--- src/bssc_pkg.sv ---
package bssc_pkg;

  // Geometry
  localparam int unsigned SECTOR_BYTES = 128;
  localparam int unsigned SECTOR_COUNT = 1024;
  localparam int unsigned IDX_W        = $clog2(SECTOR_BYTES);

  // Action codes of an input beat
  localparam logic [1:0] ACT_RESET = 2'd0;
  localparam logic [1:0] ACT_READ  = 2'd1;
  localparam logic [1:0] ACT_WRITE = 2'd2;

  // Byte positions shared by both commands
  localparam logic [7:0] POS_START   = 8'd2;
  localparam logic [7:0] POS_ID0     = 8'd2;
  localparam logic [7:0] POS_ID1     = 8'd3;
  localparam logic [7:0] POS_ADDR_HI = 8'd4;
  localparam logic [7:0] POS_ADDR_LO = 8'd5;

  // Read command positions
  localparam logic [7:0] POS_RD_ACK0    = 8'd6;
  localparam logic [7:0] POS_RD_ACK1    = 8'd7;
  localparam logic [7:0] POS_RD_ECHO_HI = 8'd8;
  localparam logic [7:0] POS_RD_ECHO_LO = 8'd9;
  localparam logic [7:0] POS_RD_DATA    = 8'd10;
  localparam logic [7:0] POS_RD_CSUM    = 8'(POS_RD_DATA + SECTOR_BYTES);
  localparam logic [7:0] POS_RD_END     = 8'(POS_RD_CSUM + 1);

  // Write command positions
  localparam logic [7:0] POS_WR_DATA = 8'd6;
  localparam logic [7:0] POS_WR_CSUM = 8'(POS_WR_DATA + SECTOR_BYTES);
  localparam logic [7:0] POS_WR_ACK0 = 8'(POS_WR_CSUM + 1);
  localparam logic [7:0] POS_WR_ACK1 = 8'(POS_WR_CSUM + 2);
  localparam logic [7:0] POS_WR_END  = 8'(POS_WR_CSUM + 3);

  // Reply bytes
  localparam logic [7:0] REPLY_ZERO        = 8'h00;
  localparam logic [7:0] REPLY_ID0         = 8'h5a;
  localparam logic [7:0] REPLY_ID1         = 8'h5d;
  localparam logic [7:0] REPLY_ACK0        = 8'h5c;
  localparam logic [7:0] REPLY_ACK1        = 8'h5d;
  localparam logic [7:0] REPLY_ABSENT      = 8'hff;
  localparam logic [7:0] REPLY_FILL        = 8'hff;
  localparam logic [7:0] STATUS_OK         = 8'h47;
  localparam logic [7:0] STATUS_BAD_CSUM   = 8'h4e;
  localparam logic [7:0] STATUS_BAD_SECTOR = 8'hff;

  typedef struct packed {
    logic [1:0] action;
    logic [7:0] data_in;
  } bssc_in_t;

  typedef struct packed {
    logic [7:0] reply_byte;
    logic       acknowledge;
    logic       directory_unread;
  } bssc_out_t;

  // Where the reply byte of a beat comes from
  typedef enum logic [2:0] {
    SRC_CONST,
    SRC_ENTRY,
    SRC_BUF,
    SRC_STORE,
    SRC_CSUM,
    SRC_STATUS
  } reply_src_e;

  typedef enum logic [1:0] {
    CSUM_KEEP,
    CSUM_SEED,
    CSUM_XOR
  } csum_op_e;

  // Decoded actions of one beat at the current byte position
  typedef struct packed {
    logic             has_result;
    logic             clear;
    logic             advance;
    logic             latch_high;
    logic             latch_low;
    logic             load;
    logic             buf_wr;
    logic [IDX_W-1:0] idx;
    reply_src_e       src;
    logic [7:0]       reply;
    logic             ack;
    csum_op_e         csum_op;
    logic             csum_from_data;
    logic             host_latch;
    logic             is_end;
  } bssc_dec_t;

endpackage

--- src/bssc_decode.sv ---
module bssc_decode (
  input  bssc_pkg::bssc_in_t  item_i,
  input  logic [7:0]          pos_i,
  input  logic [7:0]          sector_high_i,
  input  logic [7:0]          sector_low_i,
  input  logic                present_i,
  output bssc_pkg::bssc_dec_t dec_o
);
  import bssc_pkg::*;

  logic [7:0] rd_off;
  logic [7:0] wr_off;
  bssc_dec_t  dec;

  assign rd_off = pos_i - POS_RD_DATA;
  assign wr_off = pos_i - POS_WR_DATA;
  assign dec_o  = dec;

  // Map action and byte position onto the reply and the state updates
  always_comb begin
    dec         = '0;
    dec.src     = SRC_CONST;
    dec.reply   = REPLY_ZERO;
    dec.csum_op = CSUM_KEEP;
    case (item_i.action)
      ACT_RESET: begin
        dec.clear = 1'b1;
      end
      ACT_READ: begin
        dec.has_result = 1'b1;
        if (!present_i) begin
          dec.reply = REPLY_ABSENT;
        end else begin
          dec.ack     = 1'b1;
          dec.advance = 1'b1;
          if (pos_i == POS_ID0) begin
            dec.reply = REPLY_ID0;
          end else if (pos_i == POS_ID1) begin
            dec.reply = REPLY_ID1;
          end else if (pos_i == POS_ADDR_HI) begin
            dec.latch_high = 1'b1;
          end else if (pos_i == POS_ADDR_LO) begin
            dec.latch_low = 1'b1;
          end else if (pos_i == POS_RD_ACK0) begin
            dec.reply = REPLY_ACK0;
          end else if (pos_i == POS_RD_ACK1) begin
            dec.reply = REPLY_ACK1;
          end else if (pos_i == POS_RD_ECHO_HI) begin
            dec.reply = sector_high_i;
          end else if (pos_i == POS_RD_ECHO_LO) begin
            dec.reply = sector_low_i;
          end else if (pos_i >= POS_RD_DATA && pos_i < POS_RD_CSUM) begin
            // first data byte marks the buffer as holding the whole sector (fill if the sector is bad)
            dec.src     = SRC_ENTRY;
            dec.idx     = rd_off[IDX_W-1:0];
            dec.load    = (pos_i == POS_RD_DATA);
            dec.csum_op = (pos_i == POS_RD_DATA) ? CSUM_SEED : CSUM_XOR;
          end else if (pos_i == POS_RD_CSUM) begin
            dec.src = SRC_CSUM;
          end else if (pos_i == POS_RD_END) begin
            dec.reply = STATUS_OK;
            dec.ack   = 1'b0;
          end else begin
            dec.ack     = 1'b0;
            dec.advance = 1'b0;
          end
        end
      end
      ACT_WRITE: begin
        dec.has_result = 1'b1;
        dec.ack        = 1'b1;
        dec.advance    = 1'b1;
        if (pos_i == POS_ID0) begin
          dec.reply = REPLY_ID0;
        end else if (pos_i == POS_ID1) begin
          dec.reply = REPLY_ID1;
        end else if (pos_i == POS_ADDR_HI) begin
          dec.latch_high = 1'b1;
        end else if (pos_i == POS_ADDR_LO) begin
          dec.latch_low = 1'b1;
        end else if (pos_i >= POS_WR_DATA && pos_i < POS_WR_CSUM) begin
          dec.buf_wr         = 1'b1;
          dec.idx            = wr_off[IDX_W-1:0];
          dec.csum_from_data = 1'b1;
          dec.csum_op        = (pos_i == POS_WR_DATA) ? CSUM_SEED : CSUM_XOR;
        end else if (pos_i == POS_WR_CSUM) begin
          dec.host_latch = 1'b1;
        end else if (pos_i == POS_WR_ACK0) begin
          dec.reply = REPLY_ACK0;
        end else if (pos_i == POS_WR_ACK1) begin
          dec.reply = REPLY_ACK1;
        end else if (pos_i == POS_WR_END) begin
          dec.src    = SRC_STATUS;
          dec.is_end = 1'b1;
          dec.ack    = 1'b0;
        end else begin
          dec.ack     = 1'b0;
          dec.advance = 1'b0;
        end
      end
      default: begin
      end
    endcase
  end

endmodule

--- config.mk ---
export PLATFORM = sky130hd
export DESIGN_NAME = bssc_decode
export DESIGN_NICKNAME = d
export VERILOG_FILES = /design/src/bssc_pkg.sv /design/src/bssc_decode.sv
export SDC_FILE = /design/constraint.sdc
export NUM_CORES = 1
export LEC_CHECK = 0
export BUFFER_PORTS_ARGS = -buffer_cell sky130_fd_sc_hd__buf_2
export CAP_MARGIN = 20
export CORE_MARGIN = 10
export CORE_UTILIZATION = 42
export DETAILED_ROUTE_END_ITERATION = 7
export GPL_ROUTABILITY_DRIVEN = 0
export PLACE_DENSITY = 0.78
export SLEW_MARGIN = 20
export SYNTH_ARGS = -nofsm -noshare
export SYNTH_HDL_FRONTEND = slang
export SYNTH_SLANG_ARGS = --single-unit
--- constraint.sdc ---
create_clock -name vclk -period 2.4
set_clock_uncertainty 0.1 [all_clocks]
set_input_delay 0.36 -clock vclk [all_inputs]
set_output_delay 0.36 -clock vclk [all_outputs]
set_load 0.02 [all_outputs]
Word level (Yosys, flattened, before mapping)
Index checks and enable logic that the tools add are counted.
{ "totals": {"regBits": 0, "in_bits": 35, "output_inout_bits": 31, "word_cells": 121} }
{ "classes": {"addsub": 2, "n_lt_le_gt_ge": 4, "n_eq_ne": 17, "n_mux": 94, "reduce_logical": 4} }
{ "op_table": {"columns": ["op", "count"], "rows": [
  ["8-bit 2-to-1 mux", 10],
  ["10-bit 2-to-1 mux", 7],
  ["25-bit 2-to-1 mux", 2],
  ["8-bit equality test (second input constant)", 6],
  ["3-bit 2-to-1 mux", 16],
  ["21-bit 2-to-1 mux", 2],
  ["21-bit one-hot mux with 2 select lines", 1],
  ["1-bit 2-to-1 mux", 35],
  ["8-bit by 3-bit equality test with 1-bit output (second input constant)", 4],
  ["7-bit 2-to-1 mux", 4],
  ["8-bit by 4-bit equality test with 1-bit output (second input constant)", 3],
  ["12-bit 2-to-1 mux", 2],
  ["11-bit 2-to-1 mux", 2],
  ["9-bit 2-to-1 mux", 2],
  ["8-bit by 2-bit equality test with 1-bit output (second input constant)", 2],
  ["8-bit less-than comparator (second input constant)", 2],
  ["4-bit 2-to-1 mux", 3],
  ["6-bit 2-to-1 mux", 2],
  ["2-bit 2-to-1 mux", 5],
  ["8-bit by 3-bit >= comparator with 1-bit output (second input constant)", 1],
  ["8-bit by 4-bit >= comparator with 1-bit output (second input constant)", 1],
  ["7-bit by 3-bit subtractor with 7-bit output (second input constant)", 1],
  ["7-bit by 4-bit subtractor with 7-bit output (second input constant)", 1],
  ["3-bit one-hot mux with 2 select lines", 1],
  ["other kinds (5)", 6]
]} }

Logic depth before layout (Yosys ltp)
{ "depth": {"word_depth": 14, "depth_mapped": 8} }

Worst setup path after synthesis
No wires, ideal clock.
{ "synth_timing": {"kind": "in2out", "startpoint": "input pos_i[4]", "endpoint": "output dec_o[3] (netlist bit)", "t_arrival_ps": 2435, "required_time_ps": 1940, "path_slack_ps": -495, "path_stages": 6, "path_cell_list": "clkbuf_1 -> or3_1 -> o21ai_0 -> nand3_1 -> nor4_1 -> o21a_1"} }
{ "synth_rtl": {"columns": ["element", "line_no", "rtl"], "rows": [
  ["start, declared", "bssc_decode.sv:3", "input logic [7:0] pos_i,"],
  ["end, declared", "bssc_decode.sv:7", "output bssc_pkg::bssc_dec_t dec_o"]
]} }

==> results.yml <==
run_status:
  status: "finished with violations"
  violations: "negative setup slack"
worst_setup_path:
  worst-path-buf-inv: 3
  crit_path_top_delay_cell: "or4_4"
  arrival_ns: 2.22
  criticalPathCategory: "input pin to primary output"
  required_ns: 1.94
  start_kind: "input pin"
  path_cells: "buf_6 > or4_4 > or3_4 > buf_4 > o21ai_0 > a21oi_1 > o2bb2ai_2 > buf_6"
  critical-path-max-stage-delay_ns: 0.57
  crit_family: "simple AND/OR/NAND/NOR gates"
  cp_max_fo: 4
  worstSetupEndpointType: "primary output"
  crit_top_cell: "buf_6"
logic_synthesis:
  yosys.area_share.simple_pct: 41.1
  syn_area_per_cell_sq_um: 6.06
  synth_fa_ha_area_share_pct: 6.59
  synth_compound_area_share_pct: 39.0
  synthXorXnorAreaFrac_pct: 0.768
  syn_nets: 229
  synth_top_family_by_area: "simple AND/OR/NAND/NOR gates"
  ys_seq_area_share_pct: 0
  ys_warn_count: 0
  synth_cells: 188
  synthDistinctLibCells: 49
  netlist_area_sq_um: 1140
  synth_mux_area_share_pct: 0
power:
  peakVddDrop_mv: 0.156
  powerDensity_nw_per_um2: 163
  p_leak_nw: 0.928
timing:
  setup_viol: 22
  fmax_mhz: 373
  period_share_pct: 112
  rsz0062_at_grt: "yes"
  fin_tns_setup_ns: -2.35
  worst_slack_ns: -0.282
  hold_viol_final: 0
  drv_slew: 0
  min_period_ns: 2.68
detailed_routing:
  first_pass_iters: 5
  totalWireLength_microns: 6450
  drcViolationCount: 0
  postRouteAntennaNets: 0
  wire_per_inst_microns: 21.1
  vias: 2032
  drtIter0Drc: 324
  routed_via_density: 6.64
floorplanning:
  die_x_microns: 72.1
  design.die.area_sq_um: 5200
  io_pins: 66
  rows: 18
  die_h_microns: 72.1
  initial_core_util_pct: 45.2
  core_sq_um: 2520
cells_and_area:
  nFlopsAndLatches: 0
  nClkBuffers: 0
  layout-drive-gt1-share_pct: 54.3
  antenna_cells: 0
  area_delta_synth_final_pct: 86.5
  seq_area_sq_um: 0
  fin_nets: 319
  post-route-util_pct: 84.3
global_routing:
  grt_max_degree: 16
  grtUsageMet3_pct: 4.49
  grt_pass1_wl_microns: 8490
  antenna_found_initial: 0
  grt_pass1_vias: 1818
  use_met2_pct: 31.4
  grt_usage_pct: 18.4
  grt-busiest-layer: "met2"
  use_met1_pct: 23.0
  grt_remaining_overflow: 0
job:
  cap_violations: 0
hold_path:
  hold_class: "input pin to primary output"
place:
  port_buffers: 57
  dpl.hpwl_microns: 3960
-- cell usage after synthesis (2+ instances only) --
master	count	area, sq um
ha_1	6	75.1
o22ai_1	5	31.3
nand2b_1	4	25.0
o31ai_1	3	22.5
nand4_1	7	43.8
inv_1	12	45.0
nor3_1	17	85.1
buf_6	3	33.8
o21a_1	4	30.0
and2_1	2	12.5
nor2b_1	5	31.3
or3_1	6	37.5
buf_4	2	15.0
a21oi_1	6	30.0
nor4_1	3	18.8
a221oi_1	3	26.3
a31oi_1	6	37.5
nor2_1	13	48.8
a211oi_1	3	22.5
o21ai_0	17	85.1
a21o_1	3	22.5
clkbuf_1	11	41.3
nand3_1	6	30.0
nand2_1	15	56.3
o32ai_1	2	17.5
-- where the power goes --
| group | internal [mW] | switching [mW] | leakage (nW) | total [mW] |
|---|---|---|---|---|
| logic | 0.147 | 0.198 | 0.928 | 0.346 |
| registers | 0 | 0 | 0 | 0 |
| clock network | 0 | 0 | 0 | 0 |
-- placed cells by master, fill, tap and decap left out, types with 5 or more instances in the layout --
cell / synthesis / final
buf_4: 2 / 55
buf_2: 1 / 30
buf_6: 3 / 18
nand2_1: 15 / 13
inv_1: 12 / 12
o21ai_0: 17 / 12
nor3_2: 1 / 10
nor2_1: 13 / 9
nor3_1: 17 / 8
nand4_1: 7 / 7
ha_1: 6 / 6
a31oi_1: 6 / 5
-- path summary, 6_finish.rpt --
path	from	endpoint	slack, ns	cells past startpoint
hold / removal	pos_i[1]	dec_o[18]	0.96	3
setup / recovery	pos_i[5]	dec_o[8]	-0.28	8
-- stage by stage --
step / hold WS (ns) / instance area (sq um) / cells / power (mW) / setup WS, ns
2_1_floorplan: 0.793 / 1210 / 188 / 0.155 / -0.0932
3_3_place_gp: 0.966 / 1780 / 301 / 0.266 / -0.263
3_5_place_dp: 0.970 / 1780 / 301 / 0.271 / -0.292
4_1_cts: 0.972 / 1970 / 303 / 0.299 / -0.146
5_1_grt: 0.989 / 2130 / 306 / 0.362 / -0.307
6_report: 0.963 / 2130 / 306 / 0.346 / -0.282
-- routing by layer --
layer | routed length (microns) | vias to the layer above | share of wire (%)
met3 | 843 | 53 | 13
met4 | 335 | 0 | 5.2
met1 | 2360 | 913 | 37
met2 | 2920 | 177 | 45
met5 | 0 | - | 0
li1 | - | 889 | -
-- repair_timing --
item / CTS / global route
hold buffers: 0 / 0
gates resized for setup: 41 / 36
pin swaps: 8 / 12
buffers inserted: 2 / 3
endpoints found under the setup margin: 23 / 25
-- cell type report --
type / instances / area [sq um]
Inverter: 12 / 45.0
Multi-Input combinational cell: 159 / 1240
Tap cell: 30 / 37.5
Fill cell: 151 / 397
Timing Repair Buffer: 105 / 806
-- logic make-up after synthesis --
kind of cell	Yosys count
buffers and inverters	29
adders and majority gates	6
AOI/OAI and AO/OA	65
other	1
and+or+nand+nor	86
xor gates and xnor gates	1
No activity file was read; power rests on OpenSTA's default activity.
